[src/rtl/mtcp_pkg.sv]
package mtcp_pkg;

    localparam int VarlenMaxBytes = 4;

    // result kinds
    localparam logic [1:0] KIND_CHANNEL = 2'd0;
    localparam logic [1:0] KIND_TEMPO   = 2'd1;
    localparam logic [1:0] KIND_EOT     = 2'd2;
    localparam logic [1:0] KIND_ERROR   = 2'd3;

    // error codes
    localparam logic [2:0] ERR_NAME     = 3'd0;
    localparam logic [2:0] ERR_PAST_END = 3'd1;
    localparam logic [2:0] ERR_VARLEN   = 3'd2;
    localparam logic [2:0] ERR_NO_RS    = 3'd3;
    localparam logic [2:0] ERR_STATUS   = 3'd4;
    localparam logic [2:0] ERR_TEMPO    = 3'd5;
    localparam logic [2:0] ERR_TIMESIG  = 3'd6;

    localparam logic [7:0] META_EOT     = 8'h2F;
    localparam logic [7:0] META_TEMPO   = 8'h51;
    localparam logic [7:0] META_TIMESIG = 8'h58;

    typedef struct packed {
        logic [1:0]  kind;
        logic [3:0]  message_type;
        logic [3:0]  channel;
        logic [7:0]  first_data;
        logic [7:0]  second_data;
        logic [31:0] tick;
        logic [23:0] tempo_us;
        logic [2:0]  error_code;
    } t_result;

    function automatic logic [7:0] tag_byte(input logic [1:0] idx);
        logic [7:0] v;
        case (idx)
            2'd0:    v = 8'h4D;
            2'd1:    v = 8'h54;
            2'd2:    v = 8'h72;
            default: v = 8'h6B;
        endcase
        return v;
    endfunction

endpackage

[src/rtl/mtcp_if.sv]
interface mtcp_in_if;
    logic       valid;
    logic       ready;
    logic [7:0] data_byte;
    modport source (output valid, output data_byte, input ready);
    modport sink (input valid, input data_byte, output ready);
endinterface

interface mtcp_out_if;
    import mtcp_pkg::*;
    logic    valid;
    logic    ready;
    t_result payload;
    modport source (output valid, output payload, input ready);
    modport sink (input valid, input payload, output ready);
endinterface

[src/rtl/midi_track_chunk_parser_unit.sv]
// Channel   Dir  Beat
// i_in      in   one track byte
// o_out     out  one result (message, tempo, end of track, error)
// One byte per cycle while the queue has room; the parser updates its state in
// the cycle of acceptance. A result is registered, then enters a two-entry
// queue the next cycle, from which it is offered on o_out.
// A byte is taken while the queue holds at most one result, counting the one
// being pushed; a stalled sink blocks input after at most two results. With the
// sink ready, bytes flow every cycle, except for a stall when two bytes in a
// row both give results.
// Reset is synchronous; no clearing pass.
module midi_track_chunk_parser_unit #(
    parameter int VARLEN_MAX_BYTES = mtcp_pkg::VarlenMaxBytes
) (
    input  logic i_clk,
    input  logic i_rst_n,
    mtcp_in_if.sink    i_in,
    mtcp_out_if.source o_out
);
    import mtcp_pkg::*;

    logic    take, res_valid, space;
    t_result res;

    // queue plus the result being pushed leaves an entry for this byte's result
    assign i_in.ready = space;
    assign take = i_in.valid && i_in.ready;

    mtcp_front #(.VARLEN_MAX_BYTES(VARLEN_MAX_BYTES)) u_front (
        .i_clk, .i_rst_n, .i_take(take), .i_byte(i_in.data_byte),
        .o_res_valid(res_valid), .o_res(res)
    );

    mtcp_queue u_queue (
        .i_clk, .i_rst_n, .i_push(res_valid), .i_data(res),
        .o_space(space), .o_out(o_out)
    );
endmodule

[src/rtl/mtcp_front.sv]
// Parsing engine: one byte per beat, yields at most one result per byte
module mtcp_front #(
    parameter int VARLEN_MAX_BYTES = mtcp_pkg::VarlenMaxBytes
) (
    input  logic              i_clk,
    input  logic              i_rst_n,
    input  logic              i_take,
    input  logic [7:0]        i_byte,
    output logic              o_res_valid,
    output mtcp_pkg::t_result o_res
);
    import mtcp_pkg::*;

    localparam int CntW = $clog2(VARLEN_MAX_BYTES + 1);

    typedef enum logic [3:0] {
        PH_NAME, PH_LEN, PH_DELTA, PH_STATUS, PH_DATA1, PH_DATA2,
        PH_META_TYPE, PH_META_LEN, PH_META_DATA, PH_SYSEX_LEN,
        PH_SYSEX_DATA, PH_TRAILER, PH_DEAD
    } t_phase;

    t_phase      r_phase, n_phase;
    logic [31:0] r_left, n_left;
    logic [31:0] r_tick, n_tick;
    logic [7:0]  r_rs, n_rs;
    logic [7:0]  r_cur, n_cur;
    logic [31:0] r_vl, n_vl;
    logic [CntW-1:0] r_vcnt, n_vcnt;
    logic [7:0]  r_held, n_held;
    logic [7:0]  r_meta, n_meta;
    logic [31:0] r_skip, n_skip;
    logic [23:0] r_tshift, n_tshift;
    logic [1:0]  r_hidx, n_hidx;
    logic        n_rv;
    t_result     n_res;

    logic [31:0] vl_next;
    logic        vl_long, left_zero;
    logic [3:0]  ctype;

    assign vl_next   = {r_vl[24:0], i_byte[6:0]};
    assign vl_long   = (32'(r_vcnt) >= 32'(VARLEN_MAX_BYTES));
    assign left_zero = (r_left == '0);

    always_comb begin
        t_result res;
        logic    done;
        logic [31:0] tsh;
        n_phase = r_phase; n_left = r_left; n_tick = r_tick; n_rs = r_rs;
        n_cur = r_cur; n_vl = r_vl; n_vcnt = r_vcnt; n_held = r_held;
        n_meta = r_meta; n_skip = r_skip; n_tshift = r_tshift; n_hidx = r_hidx;
        res = '0;
        n_rv = 1'b0;
        done = 1'b0;
        tsh = {8'd0, r_tshift};
        ctype = 4'd0;
        if (i_take) begin
            case (r_phase)
                PH_NAME: begin
                    if (i_byte != tag_byte(r_hidx)) begin
                        n_rv = 1'b1; res.kind = KIND_ERROR; res.error_code = ERR_NAME;
                        n_phase = PH_DEAD;
                    end else begin
                        n_hidx = r_hidx + 2'd1;
                        if (r_hidx == 2'd3) begin
                            n_left = '0; n_phase = PH_LEN;
                        end
                    end
                end
                PH_LEN: begin
                    n_left = {r_left[23:0], i_byte};
                    n_hidx = r_hidx + 2'd1;
                    if (r_hidx == 2'd3) begin
                        n_vl = '0; n_vcnt = '0; n_phase = PH_DELTA;
                    end
                end
                PH_DELTA, PH_META_LEN, PH_SYSEX_LEN: begin
                    if (vl_long || left_zero) begin
                        n_rv = 1'b1; res.kind = KIND_ERROR;
                        res.error_code = vl_long ? ERR_VARLEN : ERR_PAST_END;
                        n_phase = PH_DEAD;
                    end else begin
                        n_left = r_left - 32'd1;
                        n_vcnt = r_vcnt + CntW'(1);
                        n_vl = vl_next;
                        if (!i_byte[7]) begin
                            if (r_phase == PH_DELTA) begin
                                n_tick = r_tick + vl_next;
                                n_phase = PH_STATUS;
                            end else if (vl_next > r_left - 32'd1) begin
                                n_rv = 1'b1; res.kind = KIND_ERROR;
                                res.error_code = ERR_PAST_END; n_phase = PH_DEAD;
                            end else begin
                                n_skip = vl_next;
                                if (r_phase == PH_META_LEN) begin
                                    n_tshift = '0; tsh = '0;
                                    if (vl_next == '0) done = 1'b1;
                                    else n_phase = PH_META_DATA;
                                end else if (vl_next == '0) begin
                                    n_vl = '0; n_vcnt = '0; n_phase = PH_DELTA;
                                end else n_phase = PH_SYSEX_DATA;
                            end
                        end
                    end
                end
                PH_STATUS, PH_DATA1: begin
                    if (left_zero) begin
                        n_rv = 1'b1; res.kind = KIND_ERROR;
                        res.error_code = ERR_PAST_END; n_phase = PH_DEAD;
                    end else if (r_phase == PH_STATUS && i_byte[7]) begin
                        n_left = r_left - 32'd1;
                        if (i_byte < 8'hF8) n_rs = (i_byte < 8'hF0) ? i_byte : 8'd0;
                        n_cur = i_byte;
                        if (i_byte == 8'hFF) n_phase = PH_META_TYPE;
                        else if (i_byte == 8'hF0 || i_byte == 8'hF7) begin
                            n_vl = '0; n_vcnt = '0; n_phase = PH_SYSEX_LEN;
                        end else n_phase = PH_DATA1;
                    end else if (r_phase == PH_STATUS && r_rs == 8'd0) begin
                        n_rv = 1'b1; res.kind = KIND_ERROR;
                        res.error_code = ERR_NO_RS; n_phase = PH_DEAD;
                    end else begin
                        // first data byte, status from running status if needed
                        if (r_phase == PH_STATUS) n_cur = r_rs;
                        ctype = (r_phase == PH_STATUS) ? r_rs[7:4] : r_cur[7:4];
                        n_left = r_left - 32'd1;
                        if (ctype < 4'd8 || ctype > 4'd14) begin
                            n_rv = 1'b1; res.kind = KIND_ERROR;
                            res.error_code = ERR_STATUS; n_phase = PH_DEAD;
                        end else begin
                            n_held = i_byte;
                            if (ctype == 4'd12 || ctype == 4'd13) begin
                                n_rv = 1'b1; res.kind = KIND_CHANNEL;
                                res.message_type = ctype;
                                res.channel = (r_phase == PH_STATUS) ? r_rs[3:0] : r_cur[3:0];
                                res.first_data = i_byte; res.tick = r_tick;
                                n_vl = '0; n_vcnt = '0; n_phase = PH_DELTA;
                            end else n_phase = PH_DATA2;
                        end
                    end
                end
                PH_DATA2: begin
                    if (left_zero) begin
                        n_rv = 1'b1; res.kind = KIND_ERROR;
                        res.error_code = ERR_PAST_END; n_phase = PH_DEAD;
                    end else begin
                        n_left = r_left - 32'd1;
                        n_rv = 1'b1; res.kind = KIND_CHANNEL;
                        res.message_type = r_cur[7:4]; res.channel = r_cur[3:0];
                        res.first_data = r_held; res.second_data = i_byte;
                        res.tick = r_tick;
                        n_vl = '0; n_vcnt = '0; n_phase = PH_DELTA;
                    end
                end
                PH_META_TYPE: begin
                    if (left_zero) begin
                        n_rv = 1'b1; res.kind = KIND_ERROR;
                        res.error_code = ERR_PAST_END; n_phase = PH_DEAD;
                    end else begin
                        n_left = r_left - 32'd1; n_meta = i_byte;
                        n_vl = '0; n_vcnt = '0; n_phase = PH_META_LEN;
                    end
                end
                PH_META_DATA: begin
                    if (!left_zero) n_left = r_left - 32'd1;
                    n_tshift = {r_tshift[15:0], i_byte};
                    tsh = {8'd0, r_tshift[15:0], i_byte};
                    if (r_skip != '0) n_skip = r_skip - 32'd1;
                    if (r_skip <= 32'd1) done = 1'b1;
                end
                PH_SYSEX_DATA: begin
                    if (!left_zero) n_left = r_left - 32'd1;
                    if (r_skip != '0) n_skip = r_skip - 32'd1;
                    if (r_skip <= 32'd1) begin
                        n_vl = '0; n_vcnt = '0; n_phase = PH_DELTA;
                    end
                end
                PH_TRAILER: begin
                    if (!left_zero) n_left = r_left - 32'd1;
                    if (r_left <= 32'd1) begin
                        n_phase = PH_NAME; n_hidx = '0; n_left = '0;
                        n_tick = '0; n_rs = '0;
                    end
                end
                default: ;
            endcase
            // end of a meta event; n_vl holds its length in both entry paths
            if (done) begin
                if (r_meta == META_EOT) begin
                    n_rv = 1'b1; res = '0; res.kind = KIND_EOT; res.tick = r_tick;
                    if (n_left != '0) n_phase = PH_TRAILER;
                    else begin
                        n_phase = PH_NAME; n_hidx = '0; n_left = '0;
                        n_tick = '0; n_rs = '0;
                    end
                end else if (r_meta == META_TEMPO) begin
                    n_rv = 1'b1; res = '0;
                    if (n_vl != 32'd3) begin
                        res.kind = KIND_ERROR; res.error_code = ERR_TEMPO;
                        n_phase = PH_DEAD;
                    end else begin
                        res.kind = KIND_TEMPO; res.tick = r_tick;
                        res.tempo_us = tsh[23:0];
                        n_vl = '0; n_vcnt = '0; n_phase = PH_DELTA;
                    end
                end else if (r_meta == META_TIMESIG && n_vl != 32'd4) begin
                    n_rv = 1'b1; res = '0; res.kind = KIND_ERROR;
                    res.error_code = ERR_TIMESIG; n_phase = PH_DEAD;
                end else begin
                    n_vl = '0; n_vcnt = '0; n_phase = PH_DELTA;
                end
            end
        end
        n_res = res;
    end

    always_ff @(posedge i_clk) begin
        if (!i_rst_n) begin
            r_phase <= PH_NAME; r_left <= '0; r_tick <= '0; r_rs <= '0;
            r_cur <= '0; r_vl <= '0; r_vcnt <= '0; r_held <= '0; r_meta <= '0;
            r_skip <= '0; r_tshift <= '0; r_hidx <= '0; o_res_valid <= 1'b0;
        end else begin
            r_phase <= n_phase; r_left <= n_left; r_tick <= n_tick; r_rs <= n_rs;
            r_cur <= n_cur; r_vl <= n_vl; r_vcnt <= n_vcnt; r_held <= n_held;
            r_meta <= n_meta; r_skip <= n_skip; r_tshift <= n_tshift;
            r_hidx <= n_hidx; o_res_valid <= n_rv;
        end
        o_res <= n_res;
    end

    assert property (@(posedge i_clk) disable iff (!i_rst_n)
        r_phase == PH_DEAD |=> r_phase == PH_DEAD)
        else $error("left dead state");
    assert property (@(posedge i_clk) disable iff (!i_rst_n)
        o_res_valid && o_res.kind == KIND_ERROR |-> r_phase == PH_DEAD)
        else $error("error without dead state");
    assert property (@(posedge i_clk) disable iff (!i_rst_n)
        !$past(i_take) |-> !o_res_valid)
        else $error("result without byte");
endmodule

[src/rtl/mtcp_queue.sv]
// Result queue between parser and output; two entries
module mtcp_queue (
    input  logic i_clk,
    input  logic i_rst_n,
    input  logic i_push,
    input  mtcp_pkg::t_result i_data,
    output logic o_space,
    mtcp_out_if.source o_out
);
    import mtcp_pkg::*;

    t_result    r_mem [2];
    logic       r_wp, r_rp;
    logic [1:0] r_cnt;
    logic       pop;

    assign pop         = o_out.valid && o_out.ready;
    assign o_out.valid = (r_cnt != 2'd0);
    assign o_out.payload = r_mem[r_rp];
    // room for one more result once the one being pushed is counted
    assign o_space     = (r_cnt == 2'd0) || (r_cnt == 2'd1 && !i_push);

    always_ff @(posedge i_clk) begin
        if (!i_rst_n) begin
            r_wp <= 1'b0; r_rp <= 1'b0; r_cnt <= '0;
        end else begin
            if (i_push) r_wp <= ~r_wp;
            if (pop) r_rp <= ~r_rp;
            r_cnt <= r_cnt + 2'(i_push) - 2'(pop);
        end
        if (i_push) r_mem[r_wp] <= i_data;
    end

    assert property (@(posedge i_clk) disable iff (!i_rst_n) r_cnt <= 2'd2)
        else $error("queue count overrun");
    assert property (@(posedge i_clk) disable iff (!i_rst_n)
        r_cnt == 2'd2 |-> !i_push) else $error("push into full queue");
endmodule

[src/flat_wrapper.sv]
// flat-port wrapper written by rule: the top's interface ports become plain ports
module midi_track_chunk_parser_unit_flat import mtcp_pkg::*;
#(
    parameter int VARLEN_MAX_BYTES = mtcp_pkg::VarlenMaxBytes
)
  (i_clk, i_rst_n, i_in_valid, i_in_data_byte, i_in_ready, o_out_valid, o_out_payload, o_out_ready);
  mtcp_in_if i_in_i ();
  mtcp_out_if o_out_i ();
  input  logic i_clk;
  input  logic i_rst_n;
  input wire logic [$bits(i_in_i.valid)-1:0] i_in_valid;
  input wire logic [$bits(i_in_i.data_byte)-1:0] i_in_data_byte;
  output wire logic [$bits(i_in_i.ready)-1:0] i_in_ready;
  output wire logic [$bits(o_out_i.valid)-1:0] o_out_valid;
  output wire logic [$bits(o_out_i.payload)-1:0] o_out_payload;
  input wire logic [$bits(o_out_i.ready)-1:0] o_out_ready;
  assign i_in_i.valid = i_in_valid;
  assign i_in_i.data_byte = i_in_data_byte;
  assign i_in_ready = i_in_i.ready;
  assign o_out_valid = o_out_i.valid;
  assign o_out_payload = o_out_i.payload;
  assign o_out_i.ready = o_out_ready;
  midi_track_chunk_parser_unit #(.VARLEN_MAX_BYTES(VARLEN_MAX_BYTES)) u_core (.i_clk(i_clk), .i_rst_n(i_rst_n), .i_in(i_in_i), .o_out(o_out_i));
endmodule
[config.mk]
export PLATFORM = sky130hd
export DESIGN_NAME = midi_track_chunk_parser_unit_flat
export DESIGN_NICKNAME = d
export VERILOG_FILES = /design/src/rtl/mtcp_pkg.sv /design/src/rtl/mtcp_if.sv /design/src/rtl/midi_track_chunk_parser_unit.sv /design/src/rtl/mtcp_front.sv /design/src/rtl/mtcp_queue.sv /design/src/flat_wrapper.sv
export SDC_FILE = /design/constraint.sdc
export NUM_CORES = 1
export LEC_CHECK = 0
export ABC_AREA = 0
export BUFFER_PORTS_ARGS = -buffer_cell sky130_fd_sc_hd__buf_2
export CORE_MARGIN = 1
export CORE_UTILIZATION = 39
export DETAILED_ROUTE_END_ITERATION = 12
export PLACE_DENSITY_LB_ADDON = 0.15
export SYNTH_ARGS = -nofsm -noshare
export SYNTH_HDL_FRONTEND = slang
export SYNTH_SLANG_ARGS = --single-unit
[constraint.sdc]
create_clock -name i_clk -period 5 [get_ports i_clk]
set_input_delay 1 -clock i_clk [delete_from_list [all_inputs] [get_ports i_clk]]
set_output_delay 1 -clock i_clk [all_outputs]
set_load 0.02 [all_outputs]
-- Word level (Yosys, flattened, before mapping)
Memory sizes are Yosys's and may differ from the RTL's. A register that Yosys moved wholly into a read port is not among the register bits.
Index checks and enable logic that the tools add are counted.
- register bits: 283
- RAM bits: 170
- input bits: 12
- memories: 1
- $add $sub $neg: 7
- $lt $le $gt $ge: 8
- equal/unequal tests: 39
- muxes and demuxes: 206
- bitwise logic cells: 8
- reduce and logical (&&, ||, !) cells: 38
- memory list (memory ; words ; bits a word ; rd ports ; clocked after memory_dff ; write ports ; line ; RTL):
    u_core.u_queue.r_mem ; 2 ; 85 ; 1 ; 1 ; 1 ; mtcp_queue.sv:12 ; t_result r_mem [2];
- operators with widths (kind ; count):
    $mux 32 ; 51
    $mux 85 ; 4
    $mux 24 ; 10
    $pmux 32 s2 ; 3
    $pmux 32 s6 ; 1
    $pmux 32 s5 ; 1
    $mux 4 ; 28
    $mux 56 ; 2
    $mux 8 ; 14
    $pmux 24 s2 ; 2
    $mux 3 ; 27
    $le 32x1->1 const B ; 2
    $logic_not 32->1 ; 2
    $mux 16 ; 4
    $reduce_bool 32->1 ; 2
    $sub 32x1->32 const B ; 2
    $mux 2 ; 17
    $add 32x32->32 ; 1
    $gt 32x32->1 ; 1
    $ne 32x2->1 const B ; 1
    $ne 32x3->1 const B ; 1
    $pmux 16 s2 ; 1
    $pmux 4 s8 ; 1
    $mux 1 ; 31
    50 further kinds ; 97

-- Depth between registers and ports, before layout
- depth after elaboration: 17
- depth in mapped cells: 22
- gate-level depth less buffers: 18

-- Modules after synthesis
From an unflattened synthesis, not the netlist that was laid out.
- cells, all modules: 2197
- area, all modules: 21966.1 um^2
- by module, submodules not included (module ; times used ; cells each ; area an instance (um^2) ; seq. area each (um^2)):
    mtcp_front ; 1 ; 1909 ; 15576.2 ; 5585.4
    mtcp_queue ; 1 ; 287 ; 6383.6 ; 5205.0
    midi_track_chunk_parser_unit ; 1 ; 1 ; 6.3 ; 0.0

-- Worst setup path after synthesis
Ideal clock, no wire load.
- path kind: reg2reg
- start: reg u_core.u_front.r_left[17]
- end: reg u_core.u_front.r_vl[23]
- library setup time: 0.117 ns
- arrival time: 4.885 ns
- required time: 4.883 ns
- slack: -0.001 ns
- cell stages (with the launch flop): 20
- buffers on the path: 2
- cells stage by stage: dfxtp_1 or4_1 or2_2 clkbuf_1 or3_1 nor4_1 xnor2_1 ha_1 nand2_1 a21oi_1 a2111oi_0 o31ai_1 or3_1 a21oi_1 a31o_2 nand2_1 and3_1 a211o_1 clkbuf_1 a22o_1
- word-level cells in the longest chain between the ends: 14
- elaborated cells on any way between the ends: 26
- ends and longest elaborated chain (item ; line ; RTL):
    start: declaration ; mtcp_front.sv:23 ; logic [31:0] r_left, n_left;
    start signal: assignment ; mtcp_front.sv:222 ; r_phase <= n_phase; r_left <= n_left; r_tick <= n_tick; r_rs <= n_rs;
    $sub 32x1->32 ; mtcp_front.sv:90 ; end else if (vl_next > r_left - 32'd1) begin
    $gt 32x32->1 ; mtcp_front.sv:90 ;
    $mux 32 ; mtcp_front.sv:90 ;
    $mux 32 ; mtcp_front.sv:87 ; if (r_phase == PH_DELTA) begin
    $mux 32 ; mtcp_front.sv:86 ; if (!i_byte[7]) begin
    $mux 32 ; mtcp_front.sv:78 ; if (vl_long || left_zero) begin
    $pmux 32 s5 ; mtcp_front.sv:58 ; case (r_phase)
    $mux 32 ; mtcp_front.sv:57 ; if (i_take) begin
    $ne 32x3->1 ; mtcp_front.sv:205 ; end else if (r_meta == META_TIMESIG && n_vl != 32'd4) begin
    $logic_and 1x1->1 ; mtcp_front.sv:205 ;
    $mux 32 ; mtcp_front.sv:205 ;
    $mux 32 ; mtcp_front.sv:195 ; end else if (r_meta == META_TEMPO) begin
    $mux 32 ; mtcp_front.sv:188 ; if (r_meta == META_EOT) begin
    $mux 32 * ; mtcp_front.sv:187 ; if (done) begin
    end signal: assignment ; mtcp_front.sv:223 ; r_cur <= n_cur; r_vl <= n_vl; r_vcnt <= n_vcnt; r_held <= n_held;
    end: declaration ; mtcp_front.sv:27 ; logic [31:0] r_vl, n_vl;
Mark *: on every way between the ends. The rest lies on a longest branch, timed or not. The select of a mux whose other input is x is not followed.
A chain may end at the register's enable or synchronous reset.

-- Worst setup path after layout
- start: reg u_core.u_front.r_left[16]
- end: reg u_core.u_front.r_vcnt[0]
- word-level cells in the longest chain between the ends: 14
- elaborated cells on any way between the ends: 33
- ends and longest elaborated chain (item ; line ; RTL):
    $sub 32x1->32 ; mtcp_front.sv:90 ;
    $gt 32x32->1 ; mtcp_front.sv:90 ;
    $mux 32 ; mtcp_front.sv:90 ;
    $mux 32 ; mtcp_front.sv:87 ;
    $mux 32 ; mtcp_front.sv:86 ;
    $mux 32 ; mtcp_front.sv:78 ;
    $pmux 32 s5 ; mtcp_front.sv:58 ;
    $mux 32 ; mtcp_front.sv:57 ;
    $ne 32x3->1 ; mtcp_front.sv:205 ;
    $logic_and 1x1->1 ; mtcp_front.sv:205 ;
    $mux 3 ; mtcp_front.sv:205 ;
    $mux 3 ; mtcp_front.sv:195 ;
    $mux 3 ; mtcp_front.sv:188 ;
    $mux 3 * ; mtcp_front.sv:187 ;
    end signal: assignment ; mtcp_front.sv:223 ;
    end: declaration ; mtcp_front.sv:28 ; logic [CntW-1:0] r_vcnt, n_vcnt;
Marked as above.

==> summary.txt <==
Critical path
  – Worst path required time: 5.49 ns
  – CP Capture Type: flop
  – Crit-path max FO: 31
  – Kind of start point of the critical path: flop
  – Worst Path Class, Setup: flop to flop
  – Critical path arrival: 5.35 ns

Cells and area
  – Area Overhead vs Synth: 18.9%
  – Multi-input gate area: between 0.01 and 0.015 sq mm
  – Filler Cell Count: between 5000 and 6000
  – Register area: approximately 0.011 sq mm
  – Share of cells above drive strength 1: 20.4%
  – Most frequent cells in the layout: dfxtp_1, nor2_1, edfxtp_1
  – Most common cell after layout, fill and taps aside: dfxtp_1
  – Non-filler cells, final: 3121
  – Diodes inserted: 0
  – Final net count: 2420
  – Post-layout util: 47.0%

Timing
  – Slew Viols, Final: 0
  – Max Clock Skew: around 0.02 ns
  – Minimum clock period: 4.86 ns
  – Fmax: 0.206 GHz
  – Count of final hold-check violations: 0
  – Slew @ Worst Pin: 1.01 ns
  – Slew headroom: 32.5%
  – Final setup violation count: 0
  – Final Cycle Share: 97.2%

Floorplan
  – Initial Util: 39.5%
  – Ports: 99
  – Die Y-Extent: 238 um
  – Die width: approximately 240 um
  – Cell Rows: 86
  – Core area: 0.0552 sq mm
  – Die area: about 0.057 sq mm

Outcome
  – Status: complete, no violations

Synth
  – Synth Net Count: 2248
  – Seq cells post-synth: about 450
  – Cell Area, Synth: 0.0218 sq mm
  – EDFF count, synth: 170
  – Syn avg cell area: 10.1 sq um
  – Gate Count Post-Synth: approximately 2200
  – Register area share after synthesis: 49.5%
  – Ys Warns: 0
  – Dominant synthesized flop cell: dfxtp_1
  – Synth cell types: 84
  – Asr flop ratio synth: 0%

Power
  – Static leakage: ~10 nW
  – Net Switching: 8.28 mW
  – Sw Share: 44.1%
  – Sequential Power Share: about a quarter
  – Maximum vdd ir drop: 540 uV
  – Comb power frac: 55.1%
  – PwrDens: 724 mW/mm^2
  – Clk pwr share: 19.7%
  – Int Pwr: 10.5 mW

CTS
  – H-tree depth: 2
  – CTS sink cnt: 454
  – Hold buffers post-CTS: 0
  – Worst skew pair latency: 0.60 ns
  – Clk slew on worst S/H paths: 0.06 ns
  – Num CTS Buffers: 49
  – Max clock buf depth: 3
  – Root Buffer: clkbuf_16
  – CTS tree: built

Detailed routing
  – Starting DRT DRC Count: 1169
  – Met3 Wirelength: ~3300 um
  – DR WL/cell: 21.2 um
  – Max layer used: met5
  – Router iterations before antenna repair: 5
  – Drc violations: 0
  – Antenna-violating nets left: 0
  – DR vias: 17700
  – Met1 wire length: 30500 um
  – Drt via density: 5.66
  – Met2 wire len: around 31000 um
  – Final WL: 66100 um

Global routing
  – Largest net degree at the start of global routing: 86
  – Tot GR Track Use: a little under a quarter
  – Antenna violations before repair: 2
  – First-pass GRT wire length: 101000 um
  – GR Overflow Total: 0
  – Number of global-route vias before repair: 17000

Run
  – Max-cap violations: 0

Placed design
  – HPWL Detailed: 46600 um
  – RePlAce Congestion: 0.954
  – I/O Buffers: 98
  – Placed Cells: 3028

Worst hold path
  – Hold Path Class: flop to flop
timing repair:
action | CTS | global route
setup endpoints to repair | 103 | 201
pin swaps | 0 | 2
buffers inserted | 0 | 1
gates resized for setup | 5 | 24
kinds of logic (layout without fill, tap and decap cells):
kind of cell / Yosys count / count (layout) / synth area share, %
compound gates: 578 / 578 / 18.3
xor+xnor: 56 / 56 / 2.25
fa+ha+maj: 76 / 76 / 4.40
buf+inv: 178 / 391 / 3.24
flops: 454 / 454 / 49.5
mux: 96 / 96 / 4.90
simple gates: 722 / 722 / 17.4
flip-flops by register name (all words and copies together), names as in the netlist, named ones only:
register / cells
u_core.u_queue.r_mem: 170
u_core.u_front.r_vcnt: 3
u_core.u_front.r_meta: 8
u_core.u_front.r_tshift: 24
u_core.u_queue.r_wp: 1
u_core.u_front.o_res_valid: 1
u_core.u_front.r_skip: 32
u_core.u_front.r_phase: 4
u_core.u_front.r_vl: 32
u_core.u_front.r_held: 8
u_core.u_front.r_rs: 8
u_core.u_front.r_left: 32
u_core.u_front.r_tick: 32
u_core.u_queue.r_rp: 1
u_core.u_front.r_cur: 8
u_core.u_front.r_hidx: 2
u_core.u_front.o_res: 85
u_core.u_queue.r_cnt: 2
metal layers:
layer / up-vias / GRT usage (%)
met5: - / 0
met1: 8664 / 31.8
met4: 2 / 6.82
met3: 113 / 3.14
li1: 8436 / -
met2: 458 / 37.2
worst max-delay path, stage by stage (launching register included):
cell and delay [ns]:
dfxtp_1 0.31, or4_1 0.55, or2_2 0.31, or3_4 0.43, nor4_2 0.28, xor2_1 0.23
inv_1 0.07, ha_1 0.29, buf_4 0.14, nand2_1 0.08, a2111oi_1 0.05, buf_4 0.15
or3_4 0.42, a21oi_4 0.21, a31o_4 0.21, nand2_1 0.08, and3_1 0.19, a211o_1 0.31
buf_12 0.18, mux2_2 0.26
cells in the mapped netlist (9+ instances only):
cell	count	area [sq um]
dfxtp_1	284	5690
nor2_1	182	683
edfxtp_1	170	5100
nand2_1	139	522
o21ai_0	119	596
clkbuf_1	118	443
a21oi_1	109	546
mux2_2	86	968
a22oi_1	78	586
ha_1	75	938
a22o_1	69	604
nor2b_1	64	400
and2_1	60	375
nor4_1	50	313
nand3_1	45	225
xnor2_1	39	342
inv_1	37	139
nor3_1	30	150
a21o_1	23	173
nand4_1	23	144
a31oi_1	22	138
and3_1	22	138
or4_1	22	165
nand2b_1	18	113
xor2_1	17	149
o211a_1	13	130
buf_2	12	60.1
o2111ai_1	12	105
o31ai_1	11	82.6
or3_1	11	68.8
a211oi_1	10	75.1
a21boi_0	10	75.1
mux2i_1	10	100
o211ai_1	10	75.1
o22ai_1	9	56.3
path summary, 6_finish.rpt:
check	from	to	slack, ns	cells past startpoint
worst min register to register	u_core.u_front.o_res[3]	u_core.u_queue.r_mem[1][3]	0.42	0
worst max register to register	u_core.u_front.r_left[16]	u_core.u_front.r_vcnt[0]	0.14	19
worst max-delay path	u_core.u_front.r_left[16]	u_core.u_front.r_vcnt[0]	0.14	19
worst min-delay path	u_core.u_front.o_res[3]	u_core.u_queue.r_mem[1][3]	0.42	0
cell type report:
class | count | area share (%)
multi-input cells | 1528 | 40.5
well taps | 748 | 3.61
clock buffers | 65 | 5.19
flip-flops and latches | 454 | 41.6
clock inverters | 27 | 1.23
repair buffers | 261 | 7.29
inverters | 38 | 0.550
metrics by stage:
stage,setup TNS [ns],area [sq um],setup WS (ns),hold slack (ns),power (mW)
after floorplan,0,21800,0.0235,0.404,10.7
after global placement,-0.974,24100,-0.0705,0.407,14.7
after detailed placement,-3.83,24100,-0.153,0.412,14.7
after CTS,0,25800,0.000185,0.424,18.5
after global routing,-0.795,25900,-0.0548,0.429,19.9
final,0,25900,0.140,0.425,18.8
power by group through the flow:
stage	Clock (mW)	Sequential, mW	Combinational [mW]
6_report	3.70	4.73	10.3
5_1_grt	3.94	4.78	11.1
4_1_cts	3.80	4.71	10.0
3_5_place_dp	0	4.78	9.91
3_3_place_gp	0	4.77	9.91
2_1_floorplan	0	4.61	6.08
Note: power is estimated with default switching activity, not from simulation.
